===== config.mk =====
export PLATFORM = sky130hd
export DESIGN_NAME = line_number_program_engine
export DESIGN_NICKNAME = d
export VERILOG_FILES = /design/src/rtl/lnp_pkg.sv /design/src/rtl/lnp_front.sv /design/src/rtl/lnp_fifo.sv /design/src/rtl/lnp_back.sv /design/src/rtl/line_number_program_engine.sv
export SDC_FILE = /design/constraint.sdc
export NUM_CORES = 2
export LEC_CHECK = 0
export ABC_AREA = 1
export BUFFER_PORTS_ARGS = -buffer_cell sky130_fd_sc_hd__buf_2
export CORE_MARGIN = 3
export CORE_UTILIZATION = 40
export CTS_BUF_LIST = sky130_fd_sc_hd__clkbuf_4
export DETAILED_ROUTE_END_ITERATION = 12
export GPL_TIMING_DRIVEN = 0
export PLACE_DENSITY = 0.58
export SETUP_SLACK_MARGIN = 0.3
export SLEW_MARGIN = 30
export SYNTH_ARGS = -nofsm -noshare
export SYNTH_HDL_FRONTEND = slang
export SYNTH_HIERARCHICAL = 1
export SYNTH_SLANG_ARGS = --single-unit

===== constraint.sdc =====
create_clock -name clk_i -period 30.4 [get_ports clk_i]
set_clock_uncertainty 0.2 [all_clocks]
set_input_delay 4.56 -clock clk_i [delete_from_list [all_inputs] [get_ports clk_i]]
set_output_delay 4.56 -clock clk_i [all_outputs]
set_load 0.02 [all_outputs]

===== src/rtl/lnp_pkg.sv =====
package lnp_pkg;

  // Opcode bytes of the line program.
  localparam logic [7:0] OP_EXTENDED     = 8'd0;
  localparam logic [7:0] OP_COPY         = 8'd1;
  localparam logic [7:0] OP_ADVANCE_PC   = 8'd2;
  localparam logic [7:0] OP_ADVANCE_LINE = 8'd3;
  localparam logic [7:0] OP_SET_FILE     = 8'd4;
  localparam logic [7:0] OP_SET_COLUMN   = 8'd5;
  localparam logic [7:0] OP_NEGATE_STMT  = 8'd6;
  localparam logic [7:0] OP_SET_BB       = 8'd7;
  localparam logic [7:0] OP_CONST_ADD_PC = 8'd8;
  localparam logic [7:0] OP_FIXED_ADV_PC = 8'd9;
  localparam logic [7:0] OP_SET_PROLOGUE = 8'd10;
  localparam logic [7:0] OP_SET_EPILOGUE = 8'd11;
  localparam logic [7:0] OP_SET_ISA      = 8'd12;
  localparam logic [7:0] OP_LAST_STD     = 8'd12;
  localparam logic [7:0] OP_MAX_SPECIAL  = 8'd255;

  // Extended sub-opcodes.
  localparam logic [7:0] EXT_END_SEQ     = 8'd1;
  localparam logic [7:0] EXT_SET_ADDRESS = 8'd2;
  localparam logic [7:0] EXT_DISCRIM     = 8'd4;

  // Configuration register indexes.
  localparam int unsigned CFG_ADDR_W = 3;
  localparam logic [CFG_ADDR_W-1:0] CFG_OP_BASE      = 3'd0;
  localparam logic [CFG_ADDR_W-1:0] CFG_LN_RANGE     = 3'd1;
  localparam logic [CFG_ADDR_W-1:0] CFG_LN_BASE      = 3'd2;
  localparam logic [CFG_ADDR_W-1:0] CFG_MIN_INSN_LEN = 3'd3;
  localparam logic [CFG_ADDR_W-1:0] CFG_DEFAULT_STMT = 3'd4;
  localparam logic [CFG_ADDR_W-1:0] CFG_FILE_COUNT   = 3'd5;
  localparam int unsigned CFG_DATA_W = 16;

  // Configuration values after reset.
  localparam logic [3:0]  RST_OP_BASE      = 4'd13;
  localparam logic [7:0]  RST_LN_RANGE     = 8'd14;
  localparam logic [7:0]  RST_LN_BASE      = 8'hFB;
  localparam logic [7:0]  RST_MIN_INSN_LEN = 8'd1;
  localparam logic        RST_DEFAULT_STMT = 1'b1;
  localparam logic [15:0] RST_FILE_COUNT   = 16'd2;

  localparam int unsigned MAX_ADDR_BITS = 64;

  typedef enum logic [1:0] {
    ERR_NONE      = 2'd0,
    ERR_UNKNOWN   = 2'd1,
    ERR_UNDERFLOW = 2'd2
  } err_e;

  // What the back end does with a queued word.
  typedef enum logic [3:0] {
    K_NOP,
    K_COPY,
    K_ADV_ADDR,
    K_ADV_LINE,
    K_SET_FILE,
    K_NEG_STMT,
    K_SPECIAL,
    K_END_SEQ,
    K_SET_ADDR,
    K_BAD_OP
  } kind_e;

  typedef struct packed {
    logic [3:0]        op_base;
    logic [7:0]        ln_range;
    logic signed [7:0] ln_base;
    logic [7:0]        min_insn_len;
    logic              default_stmt;
    logic [15:0]       file_count;
  } cfg_t;

  // addr_val is an address increment or a new address, depending on kind.
  typedef struct packed {
    kind_e                    kind;
    logic [MAX_ADDR_BITS-1:0] addr_val;
    logic [31:0]              file;
    logic signed [31:0]       ldelta;
  } entry_t;

endpackage


===== src/rtl/lnp_front.sv =====
module lnp_front import lnp_pkg::*; (
  input  logic        clk_i,
  input  logic        rst_ni,
  input  cfg_t        cfg_i,
  input  logic        in_valid_i,
  output logic        in_ready_o,
  input  logic [7:0]  cmd_i,
  input  logic [7:0]  ext_op_i,
  input  logic [63:0] operand_i,
  input  logic [31:0] ln_adv_i,
  output logic        push_o,
  input  logic        push_ready_i,
  output entry_t      entry_o
);

  typedef enum logic {F_IDLE, F_DIV} state_e;

  localparam int unsigned STEPS_PER_CYCLE = 4;

  state_e     state_q;
  logic       step_q;
  logic       pend_q;
  entry_t     ent_q;
  logic [7:0] rem_q, quo_q, div_q;

  entry_t      ent_c;
  logic        need_div;
  logic [7:0]  adj_c, div_c;
  logic [7:0]  rem_d, quo_d;
  logic [15:0] prod;
  logic        accept;

  assign push_o     = pend_q;
  assign entry_o    = ent_q;
  assign in_ready_o = (state_q == F_IDLE) && (!pend_q || push_ready_i);
  assign accept     = in_valid_i && in_ready_o;
  assign div_c      = (cfg_i.ln_range == 8'd0) ? 8'd1 : cfg_i.ln_range;

  always_comb begin
    ent_c.kind     = K_NOP;
    ent_c.addr_val = operand_i;
    ent_c.file     = operand_i[31:0];
    ent_c.ldelta   = $signed(ln_adv_i);
    need_div       = 1'b0;
    adj_c          = cmd_i - {4'b0, cfg_i.op_base};
    priority if (cmd_i == OP_EXTENDED) begin
      unique case (ext_op_i)
        EXT_END_SEQ:     ent_c.kind = K_END_SEQ;
        EXT_SET_ADDRESS: ent_c.kind = K_SET_ADDR;
        EXT_DISCRIM:     ent_c.kind = K_NOP;
        default:         ent_c.kind = K_BAD_OP;
      endcase
    end else if (cmd_i <= OP_LAST_STD) begin
      // Opcodes that only touch flags which never appear in a row are no-ops here.
      unique case (cmd_i)
        OP_COPY: ent_c.kind = K_COPY;
        OP_ADVANCE_PC: begin
          ent_c.kind     = K_ADV_ADDR;
          ent_c.addr_val = operand_i * {56'b0, cfg_i.min_insn_len};
        end
        OP_ADVANCE_LINE: ent_c.kind = K_ADV_LINE;
        OP_SET_FILE:     ent_c.kind = K_SET_FILE;
        OP_NEGATE_STMT:  ent_c.kind = K_NEG_STMT;
        OP_CONST_ADD_PC: begin
          ent_c.kind = K_ADV_ADDR;
          need_div   = 1'b1;
          adj_c      = OP_MAX_SPECIAL - {4'b0, cfg_i.op_base};
        end
        OP_FIXED_ADV_PC: begin
          ent_c.kind     = K_ADV_ADDR;
          ent_c.addr_val = {48'b0, operand_i[15:0]};
        end
        OP_SET_COLUMN, OP_SET_BB, OP_SET_PROLOGUE, OP_SET_EPILOGUE, OP_SET_ISA:
          ent_c.kind = K_NOP;
        default: ent_c.kind = K_NOP;
      endcase
    end else begin
      ent_c.kind = K_SPECIAL;
      need_div   = 1'b1;
    end
  end

  // Restoring divider, four quotient bits per cycle. The dividend shifts out
  // of quo_q from the top while quotient bits enter from the bottom.
  always_comb begin
    logic [8:0] r;
    logic [7:0] q;
    r = {1'b0, rem_q};
    q = quo_q;
    for (int i = 0; i < STEPS_PER_CYCLE; i++) begin
      r = {r[7:0], q[7]};
      q = {q[6:0], 1'b0};
      if (r >= {1'b0, div_q}) begin
        r    = r - {1'b0, div_q};
        q[0] = 1'b1;
      end
    end
    rem_d = r[7:0];
    quo_d = q;
  end

  assign prod = {8'b0, quo_d} * {8'b0, cfg_i.min_insn_len};

  always_ff @(posedge clk_i or negedge rst_ni) begin
    if (!rst_ni) begin
      state_q <= F_IDLE;
      step_q  <= 1'b0;
      pend_q  <= 1'b0;
      ent_q   <= '0;
      rem_q   <= '0;
      quo_q   <= '0;
      div_q   <= '0;
    end else begin
      unique case (state_q)
        F_IDLE: begin
          if (accept) begin
            ent_q <= ent_c;
            if (need_div) begin
              state_q <= F_DIV;
              step_q  <= 1'b0;
              pend_q  <= 1'b0;
              quo_q   <= adj_c;
              rem_q   <= 8'd0;
              div_q   <= div_c;
            end else begin
              pend_q <= 1'b1;
            end
          end else if (push_ready_i) begin
            pend_q <= 1'b0;
          end
        end
        F_DIV: begin
          rem_q  <= rem_d;
          quo_q  <= quo_d;
          step_q <= 1'b1;
          if (step_q) begin
            ent_q.addr_val <= {48'b0, prod};
            ent_q.ldelta   <= {{24{cfg_i.ln_base[7]}}, cfg_i.ln_base}
                              + $signed({24'b0, rem_d});
            pend_q  <= 1'b1;
            state_q <= F_IDLE;
          end
        end
        default: state_q <= F_IDLE;
      endcase
    end
  end

endmodule


===== src/rtl/lnp_fifo.sv =====
module lnp_fifo import lnp_pkg::*; #(
  parameter int unsigned DEPTH = 4
) (
  input  logic   clk_i,
  input  logic   rst_ni,
  input  logic   push_i,
  output logic   push_ready_o,
  input  entry_t data_i,
  input  logic   pop_i,
  output logic   not_empty_o,
  output entry_t data_o
);

  localparam int unsigned PTR_W = (DEPTH > 1) ? $clog2(DEPTH) : 1;

  entry_t           mem_q [DEPTH];
  logic [PTR_W-1:0] wr_q, rd_q;
  logic [PTR_W:0]   cnt_q;
  logic             do_push, do_pop;

  assign push_ready_o = (cnt_q != (PTR_W+1)'(DEPTH));
  assign not_empty_o  = (cnt_q != '0);
  assign do_push      = push_i && push_ready_o;
  assign do_pop       = pop_i && not_empty_o;
  assign data_o       = mem_q[rd_q];

  function automatic logic [PTR_W-1:0] inc_ptr(input logic [PTR_W-1:0] p);
    return (p == PTR_W'(DEPTH - 1)) ? '0 : p + 1'b1;
  endfunction

  always_ff @(posedge clk_i) begin
    if (do_push) mem_q[wr_q] <= data_i;
  end

  always_ff @(posedge clk_i or negedge rst_ni) begin
    if (!rst_ni) begin
      wr_q  <= '0;
      rd_q  <= '0;
      cnt_q <= '0;
    end else begin
      if (do_push) wr_q <= inc_ptr(wr_q);
      if (do_pop)  rd_q <= inc_ptr(rd_q);
      unique case ({do_push, do_pop})
        2'b10:   cnt_q <= cnt_q + 1'b1;
        2'b01:   cnt_q <= cnt_q - 1'b1;
        default: cnt_q <= cnt_q;
      endcase
    end
  end

endmodule


===== src/rtl/lnp_back.sv =====
module lnp_back import lnp_pkg::*; #(
  parameter int unsigned AW = 64
) (
  input  logic          clk_i,
  input  logic          rst_ni,
  input  cfg_t          cfg_i,
  input  logic          not_empty_i,
  input  entry_t        entry_i,
  output logic          pop_o,
  output logic          out_valid_o,
  input  logic          out_ready_i,
  output logic [AW-1:0] row_address_o,
  output logic [31:0]   row_file_o,
  output logic [31:0]   row_line_o,
  output logic          end_of_sequence_o,
  output err_e          error_code_o
);

  logic [AW-1:0] addr_q, addr_d;
  logic [31:0]   line_q, line_d;
  logic [31:0]   file_q, file_d;
  logic          stmt_q, stmt_d;

  logic          out_valid_q;
  logic [AW-1:0] o_addr_q, o_addr_d;
  logic [31:0]   o_file_q;
  logic [31:0]   o_line_q, o_line_d;
  logic          o_eos_q, o_eos_d;
  err_e          o_err_q, o_err_d;

  logic          emit;
  logic          row_ok;
  logic [AW-1:0] addr_sum;
  logic [33:0]   line_sum;
  logic          underflow;

  assign pop_o    = not_empty_i && (!out_valid_q || out_ready_i);
  assign row_ok   = stmt_q && (file_q[31:16] == 16'd0) && (file_q[15:0] < cfg_i.file_count);
  assign addr_sum = addr_q + entry_i.addr_val[AW-1:0];
  // Line plus signed delta; a set sign bit means the line would go below zero.
  assign line_sum  = {2'b0, line_q} + {{2{entry_i.ldelta[31]}}, entry_i.ldelta};
  assign underflow = line_sum[33];

  always_comb begin
    addr_d   = addr_q;
    line_d   = line_q;
    file_d   = file_q;
    stmt_d   = stmt_q;
    emit     = 1'b0;
    o_addr_d = addr_q;
    o_line_d = line_q;
    o_eos_d  = 1'b0;
    o_err_d  = ERR_NONE;
    unique case (entry_i.kind)
      K_COPY:     emit = row_ok;
      K_ADV_ADDR: addr_d = addr_sum;
      K_ADV_LINE: begin
        if (underflow) begin
          emit    = 1'b1;
          o_err_d = ERR_UNDERFLOW;
        end else begin
          line_d = line_sum[31:0];
        end
      end
      K_SET_FILE: file_d = entry_i.file;
      K_NEG_STMT: stmt_d = !stmt_q;
      K_SPECIAL: begin
        addr_d   = addr_sum;
        o_addr_d = addr_sum;
        if (underflow) begin
          emit    = 1'b1;
          o_err_d = ERR_UNDERFLOW;
        end else begin
          line_d   = line_sum[31:0];
          o_line_d = line_sum[31:0];
          emit     = row_ok;
        end
      end
      K_END_SEQ: begin
        emit    = row_ok;
        o_eos_d = 1'b1;
        addr_d  = '0;
        line_d  = 32'd1;
        file_d  = 32'd1;
        stmt_d  = cfg_i.default_stmt;
      end
      K_SET_ADDR: addr_d = entry_i.addr_val[AW-1:0];
      K_BAD_OP: begin
        emit    = 1'b1;
        o_err_d = ERR_UNKNOWN;
      end
      default: ;
    endcase
  end

  always_ff @(posedge clk_i or negedge rst_ni) begin
    if (!rst_ni) begin
      addr_q      <= '0;
      line_q      <= 32'd1;
      file_q      <= 32'd1;
      stmt_q      <= RST_DEFAULT_STMT;
      out_valid_q <= 1'b0;
    end else begin
      if (pop_o) begin
        addr_q <= addr_d;
        line_q <= line_d;
        file_q <= file_d;
        stmt_q <= stmt_d;
      end
      if (pop_o && emit) begin
        out_valid_q <= 1'b1;
      end else if (out_ready_i) begin
        out_valid_q <= 1'b0;
      end
    end
  end

  always_ff @(posedge clk_i) begin
    if (pop_o && emit) begin
      o_addr_q <= o_addr_d;
      o_file_q <= file_q;
      o_line_q <= o_line_d;
      o_eos_q  <= o_eos_d;
      o_err_q  <= o_err_d;
    end
  end

  assign out_valid_o       = out_valid_q;
  assign row_address_o     = o_addr_q;
  assign row_file_o        = o_file_q;
  assign row_line_o        = o_line_q;
  assign end_of_sequence_o = o_eos_q;
  assign error_code_o      = o_err_q;

endmodule


===== src/rtl/line_number_program_engine.sv =====
// Line-table register engine for decoded line-program instructions.
// The slave stream carries one instruction per word: cmd and the extended
// opcode in tuser, operand and line advance in tdata. The master stream
// returns at most one word per instruction: the row's address, file and line
// in tdata, the error code in tuser and tlast set on the row written by end
// sequence. The configuration channel writes one of six registers per
// handshake; it is always ready and is meant to be written while the engine
// is idle.
// Simple instructions are taken one per cycle while the queue has room. A
// special opcode or const add pc holds the input while the divider splits
// the adjusted opcode by the line range four bits per cycle.
// A result word passes the front register, the queue and the output
// register; an instruction that divides passes the divider first.
// A small queue sits between decode and execution, so the input keeps
// flowing while a result waits in the output register; when the receiver
// stalls and the queue fills, s_axis_tready drops.
// Reset clears the queue and output and loads the default configuration
// and the initial line-table registers.
module line_number_program_engine import lnp_pkg::*; #(
  parameter int unsigned ADDRESS_BITS = 64,
  parameter int unsigned QUEUE_DEPTH  = 4
) (
  input  logic                  clk_i,
  input  logic                  rst_ni,
  input  logic                  cfg_valid_i,
  output logic                  cfg_ready_o,
  input  logic [CFG_ADDR_W-1:0] cfg_addr_i,
  input  logic [CFG_DATA_W-1:0] cfg_data_i,
  input  logic                  s_axis_tvalid,
  output logic                  s_axis_tready,
  input  logic [95:0]           s_axis_tdata,  // operand[63:0], ln_adv[95:64]
  input  logic [15:0]           s_axis_tuser,  // cmd[7:0], ext_op[15:8]
  output logic                  m_axis_tvalid,
  input  logic                  m_axis_tready,
  // row_address, row_file, row_line, zero fill to whole bytes
  output logic [((ADDRESS_BITS+64+7)/8)*8-1:0] m_axis_tdata,
  output logic [1:0]            m_axis_tuser,  // error_code[1:0]
  output logic                  m_axis_tlast   // end_of_sequence
);

  localparam int unsigned AW = ADDRESS_BITS;

  cfg_t   cfg_q;
  logic   push, push_ready, pop, not_empty;
  entry_t fe_entry, q_entry;

  logic [AW-1:0] row_address;
  logic [31:0]   row_file, row_line;
  logic          eos;
  err_e          err;

  assign cfg_ready_o = 1'b1;

  always_ff @(posedge clk_i or negedge rst_ni) begin
    if (!rst_ni) begin
      cfg_q.op_base      <= RST_OP_BASE;
      cfg_q.ln_range     <= RST_LN_RANGE;
      cfg_q.ln_base      <= RST_LN_BASE;
      cfg_q.min_insn_len <= RST_MIN_INSN_LEN;
      cfg_q.default_stmt <= RST_DEFAULT_STMT;
      cfg_q.file_count   <= RST_FILE_COUNT;
    end else if (cfg_valid_i) begin
      unique case (cfg_addr_i)
        CFG_OP_BASE:      cfg_q.op_base      <= cfg_data_i[3:0];
        CFG_LN_RANGE:     cfg_q.ln_range     <= cfg_data_i[7:0];
        CFG_LN_BASE:      cfg_q.ln_base      <= cfg_data_i[7:0];
        CFG_MIN_INSN_LEN: cfg_q.min_insn_len <= cfg_data_i[7:0];
        CFG_DEFAULT_STMT: cfg_q.default_stmt <= cfg_data_i[0];
        CFG_FILE_COUNT:   cfg_q.file_count   <= cfg_data_i;
        default: ;
      endcase
    end
  end

  lnp_front u_front (
    .clk_i,
    .rst_ni,
    .cfg_i        (cfg_q),
    .in_valid_i   (s_axis_tvalid),
    .in_ready_o   (s_axis_tready),
    .cmd_i        (s_axis_tuser[7:0]),
    .ext_op_i     (s_axis_tuser[15:8]),
    .operand_i    (s_axis_tdata[63:0]),
    .ln_adv_i     (s_axis_tdata[95:64]),
    .push_o       (push),
    .push_ready_i (push_ready),
    .entry_o      (fe_entry)
  );

  lnp_fifo #(.DEPTH(QUEUE_DEPTH)) u_fifo (
    .clk_i,
    .rst_ni,
    .push_i       (push),
    .push_ready_o (push_ready),
    .data_i       (fe_entry),
    .pop_i        (pop),
    .not_empty_o  (not_empty),
    .data_o       (q_entry)
  );

  lnp_back #(.AW(AW)) u_back (
    .clk_i,
    .rst_ni,
    .cfg_i             (cfg_q),
    .not_empty_i       (not_empty),
    .entry_i           (q_entry),
    .pop_o             (pop),
    .out_valid_o       (m_axis_tvalid),
    .out_ready_i       (m_axis_tready),
    .row_address_o     (row_address),
    .row_file_o        (row_file),
    .row_line_o        (row_line),
    .end_of_sequence_o (eos),
    .error_code_o      (err)
  );

  always_comb begin
    m_axis_tdata          = '0;
    m_axis_tdata[AW+63:0] = {row_line, row_file, row_address};
  end

  assign m_axis_tuser = err;
  assign m_axis_tlast = eos;

  // The end-of-sequence row is always a real row, never an error word.
  a_eos_no_error: assert property (@(posedge clk_i) disable iff (!rst_ni)
    m_axis_tvalid && m_axis_tlast |-> m_axis_tuser == ERR_NONE)
    else $error("end-of-sequence word carries an error code");

  // The back end never pops while its output word is stalled.
  a_no_pop_stalled: assert property (@(posedge clk_i) disable iff (!rst_ni)
    m_axis_tvalid && !m_axis_tready |-> !pop)
    else $error("queue popped while result is stalled");

  // The front holds its word until the queue takes it.
  a_push_holds: assert property (@(posedge clk_i) disable iff (!rst_ni)
    push && !push_ready |=> push && $stable(fe_entry))
    else $error("front dropped a word the queue refused");

  // The input is ready only while the front holds no word or the queue takes it.
  a_accept_needs_room: assert property (@(posedge clk_i) disable iff (!rst_ni)
    s_axis_tready |-> !push || push_ready)
    else $error("input accepted while the front word is blocked");

endmodule

* Word-level counts from Yosys, hierarchy flattened
Memory sizes are Yosys's and may differ from the RTL's.
Index checks and enable logic that the tools add are counted.
** Storage, ports and cells
- Logic and storage cells :: 193
- Bits of input ports :: 136
- Bits in writable memories :: 528
- Memories :: 1
- Bits in registers :: 472
- Output and inout bits :: 134
** Operators by class
- Add/subtract/negate cells :: 13
- Eq/ne operators :: 33
- Reduce and logical (&&, ||, !) cells :: 43
- Magnitude comparators :: 6
- Multiply operators :: 2
- Multiplexer cells :: 65
- Bitwise logic cells :: 1
** Memories
- u_fifo.mem_q :: words 4, bits a word 132, rd ports 1, clocked after memory_dff 0, wr ports 1, RTL line lnp_fifo.sv:16 : entry_t mem_q [DEPTH];
** Operator list (number)
- $mux 64 :: 4
- $pmux 64 s2 :: 2
- $pmux 32 s2 :: 3
- $pmux 64 s3 :: 1
- $mux 128 :: 1
- $mux 32 :: 3
- $mux 8 :: 12
- $add 64x64->64 :: 1
- $mul 64x8->64 :: 1
- $ge 9x8->1 :: 4
- $add 33x32->34 :: 1
- $pmux 8 s2 :: 2
- $sub 8x8->8 :: 4
- $reduce_and 2->1 :: 14
- $eq 8x2->1 const B :: 3
- $eq 8x3->1 const B :: 3
- $mux 1 :: 23
- $eq 4x3->1 const B :: 4
- $eq 8x1->1 const B :: 2
- $eq 8x4->1 const B :: 2
- $logic_not 16->1 :: 1
- $logic_not 8->1 :: 2
- $lt 16x16->1 :: 1
- $mul 8x8->16 :: 1
- other kinds (38) :: 68

* Logic depth before layout (Yosys ltp)
- Depth in word-level cells :: 11
- Mapped depth :: 63
- Depth with buffers taken out :: 60

* Cells and area by module
Netlist, hierarchy kept.
** Modules (own cells, without submodules)
- lnp_front :: cells each 3870, area each 27147.3 um^2, times used 1, sequential area each 3978.8 um^2
- lnp_fifo :: cells each 1599, area each 21545.7 um^2, times used 1, sequential area each 16030.4 um^2
- lnp_back :: cells each 2955, area each 20049.2 um^2, times used 1, sequential area each 7190.6 um^2
- line_number_program_engine :: cells each 208, area each 1841.8 um^2, times used 1, sequential area each 1146.1 um^2

* Worst setup path before layout
No wires, ideal clock.
- Kind :: reg2reg
- From :: reg u_front.div_q[1]
- To :: reg u_front.ent_q (netlist bit u_front/entry_o[76])
- Period minus slack after synthesis :: 9.541 ns
- Data required time :: 30.072 ns
- Cell stages (with the launch flop) :: 57
- Path buffers :: 2
- Data arrival time :: 9.213 ns
- Setup slack :: 20.859 ns
- Library setup time :: 0.128 ns
- Cells stage by stage :: dfrtp_1 > inv_1 > ha_1 > nand2_1 > nor2_1 > nand2_1 > nand3_2 > a21oi_2 > buf_2 > nand2_1 > o21ai_1 > inv_1 > ha_1 > nand2_1 > inv_1 > a41oi_1 > nand2_4 > nor2_8 > (+21 left out) > nand3_4 > buf_6 > nand2_1 > fa_1 > fa_1 > fa_1 > inv_1 > fa_1 > ha_1 > inv_1 > nor3_1 > a21oi_1 > or2_2 > nand2_1 > a21oi_1 > xor2_1 > nand3_1 > nand3_1
** On the way
- Cells in the longest elaborated chain, start to end :: 11
- Elaborated cells on any way between the ends :: 17
- Those cells by class :: 3 x add/sub; 1 x mul; 4 x order compare; 9 x mux
** RTL lines
- from (decl) :: RTL line lnp_front.sv:24 : logic [7:0] rem_q, quo_q, div_q;
- from (signal assigned) :: RTL line lnp_front.sv:124 : div_q <= div_c;
- $sub 8x8->8 or $ge 9x8->1 (tied branches) :: RTL line lnp_front.sv:94, lnp_front.sv:93
- $mux 8 :: RTL line lnp_front.sv:93 : if (r >= {1'b0, div_q}) begin
- $sub 8x8->8 or $ge 9x8->1 (tied branches) :: RTL line lnp_front.sv:94, lnp_front.sv:93
- $mux 8 :: RTL line lnp_front.sv:93
- $sub 8x8->8 or $ge 9x8->1 (tied branches) :: RTL line lnp_front.sv:94, lnp_front.sv:93
- $mux 8 :: RTL line lnp_front.sv:93
- $ge 9x8->1 :: RTL line lnp_front.sv:93
- $mux 1 :: RTL line lnp_front.sv:93
- $mul 8x8->16 (*) :: RTL line lnp_front.sv:102 : assign prod = {8'b0, quo_d} * {8'b0, cfg_i.min_insn_len};
- $mux 64 (*) :: RTL line lnp_front.sv:136 : if (step_q) begin
- $pmux 64 s2 (*) :: RTL line lnp_front.sv:114 : unique case (state_q)
- to (signal assigned) :: RTL line lnp_front.sv:117 : ent_q <= ent_c;
- to (decl) :: RTL line lnp_front.sv:23 : entry_t ent_q;
Every way passes the cells marked *; elsewhere a longest branch is shown, timed or not. The select of a mux whose other input is x is not followed.
A chain may end at the register's enable or synchronous reset.

* Worst setup path in the final report
- From :: reg u_front.div_q[1]
- To :: reg u_front.ent_q (netlist bit u_front/entry_o[78])
The elaborated chain is that of the path after synthesis.

==> impl_summary.md <==
Floorplanning
The vertical die dimension is about 430 um. The number of rows created at floorplan is 153. The die outline area is 182,000 sq um.

The initial utilization of the core area, before any placement, comes to between 40% and 50%. In this run the horizontal extent of the chip is between 400 and 500 um. The core region is between 150,000 and 200,000 sq um.

The boundary pin count is between 200 and 300.

Detailed routing
The ratio of routed vias to standard cells is 5.12. The routed layout has 59,960 vias. The post-detailed-route count of antenna-violating nets is 0. For this run, design rule violations remaining after detail routing come to 0. Wires add up to 247,000 um. The routed wire length per instance is 21.1 um. The number of DRC markers after the initial detailed-route iteration is 5,200. The number of detailed-routing iterations run before antenna repair is 6.

Synth
The total of warnings raised by yosys is 6. The number of instances in the synthesized netlist is ~8,600. The number of distinct library cells after synthesis is 73. The portion of the post-synthesis area used by sequential elements is 40.2%. Synthesis produced a netlist with a net count of 9,431. The post-synthesis instance area is between 70,000 and 80,000 sq um.

After synthesis the netlist holds a flip-flop and latch count of about 1,000. Sorting the synthesized cells by area gives the leading types as sky130_fd_sc_hd__edfxtp_1, sky130_fd_sc_hd__nand2_1, sky130_fd_sc_hd__dfrtp_1. The most frequently used flop master after synthesis is sky130_fd_sc_hd__edfxtp_1. The synthesized area divided by synthesized cell count is 8.18 sq um. Of all flip-flops after synthesis, the portion carrying an async set or reset was 34.1%. The area share of the largest cell type after synthesis is about 28%. The synthesized design contains 659 enable-type register cells. The cell taking the most area after synthesis is sky130_fd_sc_hd__edfxtp_1.

STA
For this run, the top clock speed supported by timing is between 0.08 and 0.09 GHz. The final-report hold violation count is 0. The worst slew margin relative to its limit is 30.3%. In the final timing run, aggregate negative setup slack is 0 ps. The final max-slew violation count is 0. At the pin with the least slew margin, the transition time is 1050 ps. The final worst-path cycle share is 37.5%. Setup repair after global routing left no endpoint under its margin. The post-layout minimum cycle time is around 11,000 ps. The final-report setup violation count is 0.

Finish
In the layout the commonest cells are sky130_fd_sc_hd__nand2_1, sky130_fd_sc_hd__inv_1, sky130_fd_sc_hd__edfxtp_1. The post-route netlist has 10.5% of its cells at a drive strength greater than 1. The most common library cell in the layout ignoring fill and taps is sky130_fd_sc_hd__nand2_1. The area growth from synthesis to layout is 12.2%. In the final design database the tool counted 9,965 nets.

Setup path
The cell with the largest stage delay on the worst path is sky130_fd_sc_hd__o21ai_0. The required time of the worst setup path is between 30,000 and 40,000 ps. The arrival time at the worst endpoint is 12,280 ps. Setup slack on the worst reg-to-reg path comes out at 19,000 ps. The kind of start point of the critical path is a flip-flop. The worst setup path is captured at a flip-flop.

The critical setup path kind is reg -> reg. The most frequent cell on the critical path is sky130_fd_sc_hd__nand2_1. In this run the worst path has a maximum fanout of 10. The biggest cell delay along the critical path is ~700 ps.

Global routing
The wire length of the first global-routing pass is 368,000 um. The global route total overflow is 0. The pin count of the biggest net entering global routing is 87.

The number of global-route vias before repair is 59,766. The initial antenna violation count is 26. The total routing usage reported by global routing is 27.1%.

CTS
The clock root buffer is sky130_fd_sc_hd__clkbuf_4. The total setup buffers inserted after CTS is 0. In this run, CTS created clock tree buffers numbering 283.

Clock-pin slew was measured on the worst setup and hold paths at ~60 ps. Hold repair after CTS inserted 0 buffers. The clock tree from TritonCTS is done. At the later pin of the worst-skew pair, clock insertion delay measures between 1000 and 1500 ps. In this run the deepest clock path goes through 4 buffers.

The tree built by TritonCTS fans out to ~1,000 sinks. CTS built an H-tree with a depth of 5. Gates resized during post-CTS repair numbered 0.

Job
The max-capacitance violation count is 0.

Run status
The flow ran to the end, and the final reports show no timing, DRC or antenna violations.

Worst hold path
The worst hold path belongs to the class reg -> reg.

Place
The congestion estimate from routability-driven global placement came to ~0.99. The placed wire-length estimate after detailed placement is between 150,000 and 200,000 um. The number of I/O port buffers is 210.
[critical path: cells and delay by family (launching register included)]
family	cells	cell delay, ps
flops	1	380
compound gates	12	3130
buf+inv	10	1720
fa+ha+maj	9	3390
simple gates	22	2410
[final timing paths]
check / startpoint / cells after the start / to
min: u_back/file_q[17] / 0 / u_back/row_file_o[17]
max reg2reg: u_front/div_q[1] / 53 / u_front/entry_o[78]
max: u_front/div_q[1] / 53 / u_front/entry_o[78]
min reg2reg: u_back/file_q[17] / 0 / u_back/row_file_o[17]
min in group asynchronous: rst_ni / 1 / cfg_q[18]
max in group asynchronous: rst_ni / 3 / u_back/addr_q[43]
[sequential cells by signal, summed over array words and instances (netlist names), 2 cells and up]
name                  cells
u_front/entry_o         132
u_front/rem_q             8
u_back/error_code_o       2
u_fifo/wr_q               2
u_back/file_q            32
u_back/row_line_o        32
u_back/addr_q            64
u_front/div_q             8
cfg_q                    45
u_fifo/rd_q               2
u_back/row_file_o        32
u_back/row_address_o     64
u_fifo/cnt_q              3
u_front/quo_q             8
u_back/line_q            32
u_fifo/mem_q            528
[layout make-up]
type	instances	area, sq um
diodes	20	50.0
plain buffers	335	1870
inverters	1554	5840
flip-flops and latches	1000	28300
clock inverters	62	352
well taps	2325	2910
fillers	17631	95400
multi-input cells	5743	34600
repair buffers	249	2090
clock buffers	425	3190
[metrics by stage]
step                      setup slack, ps  utilization, %  std cells  hold WS [ps]  cell area (sq um)
after floorplan                     20860               -       8632           225              70600
after global placement              17000            42.7      11167           235              74500
after detailed placement            18970            43.3      11205           236              75600
after CTS                           18950            45.3      11692           205              79200
after global routing                18060            45.4      11710           218              79200
final                               19000            45.4      11713           211              79200
[kinds of logic (layout without fill, tap and decap cells)]
| logic type | count (synthesis) | count (layout) | share of synthesized area, % |
|---|---|---|---|
| other | 1 | 21 | 0.00531 |
| xor gates and xnor gates | 88 | 88 | 1.09 |
| AOI/OAI and AO/OA | 976 | 976 | 8.43 |
| DFF | 1000 | 1000 | 40.2 |
| buffers and inverters | 1889 | 2625 | 10.9 |
| and+or+nand+nor | 4015 | 4015 | 23.5 |
| adders and majority gates | 663 | 663 | 15.9 |
[cells in the mapped netlist, types with 7 or more instances]
master,count
sky130_fd_sc_hd__buf_2,38
sky130_fd_sc_hd__o211ai_1,274
sky130_fd_sc_hd__clkbuf_1,166
sky130_fd_sc_hd__dfrtp_1,322
sky130_fd_sc_hd__xnor2_1,46
sky130_fd_sc_hd__a31oi_1,14
sky130_fd_sc_hd__or2_2,13
sky130_fd_sc_hd__inv_1,1534
sky130_fd_sc_hd__nand3_1,428
sky130_fd_sc_hd__buf_6,50
sky130_fd_sc_hd__edfxtp_1,659
sky130_fd_sc_hd__o221ai_1,14
sky130_fd_sc_hd__and2_1,12
sky130_fd_sc_hd__nor2_1,441
sky130_fd_sc_hd__nand3b_1,32
sky130_fd_sc_hd__nor3_1,46
sky130_fd_sc_hd__nor2_4,7
sky130_fd_sc_hd__a22oi_1,13
sky130_fd_sc_hd__o21bai_1,23
sky130_fd_sc_hd__nand4_1,32
sky130_fd_sc_hd__nand2_4,39
sky130_fd_sc_hd__a21oi_1,350
sky130_fd_sc_hd__nand2_2,28
sky130_fd_sc_hd__fa_1,393
sky130_fd_sc_hd__nand2_1,2899
sky130_fd_sc_hd__buf_4,31
sky130_fd_sc_hd__xor2_1,42
sky130_fd_sc_hd__o2111ai_1,7
sky130_fd_sc_hd__o21ai_0,216
sky130_fd_sc_hd__dfstp_2,19
sky130_fd_sc_hd__inv_2,15
sky130_fd_sc_hd__buf_1,44
sky130_fd_sc_hd__a21o_1,11
sky130_fd_sc_hd__ha_1,270
sky130_fd_sc_hd__nor4_1,10
sky130_fd_sc_hd__o21ai_1,10
[metal layers]
layer,vias up,global-route usage [%],share of wire [%]
met5,-,0,0.012
met4,4,10.6,3.8
met3,416,3.85,6.0
met2,2145,44.4,47
met1,28895,36.2,43
li1,28500,-,-
Power is not shown: default switching activity piles up to over one toggle a cycle in this logic, so the estimate is an artifact.
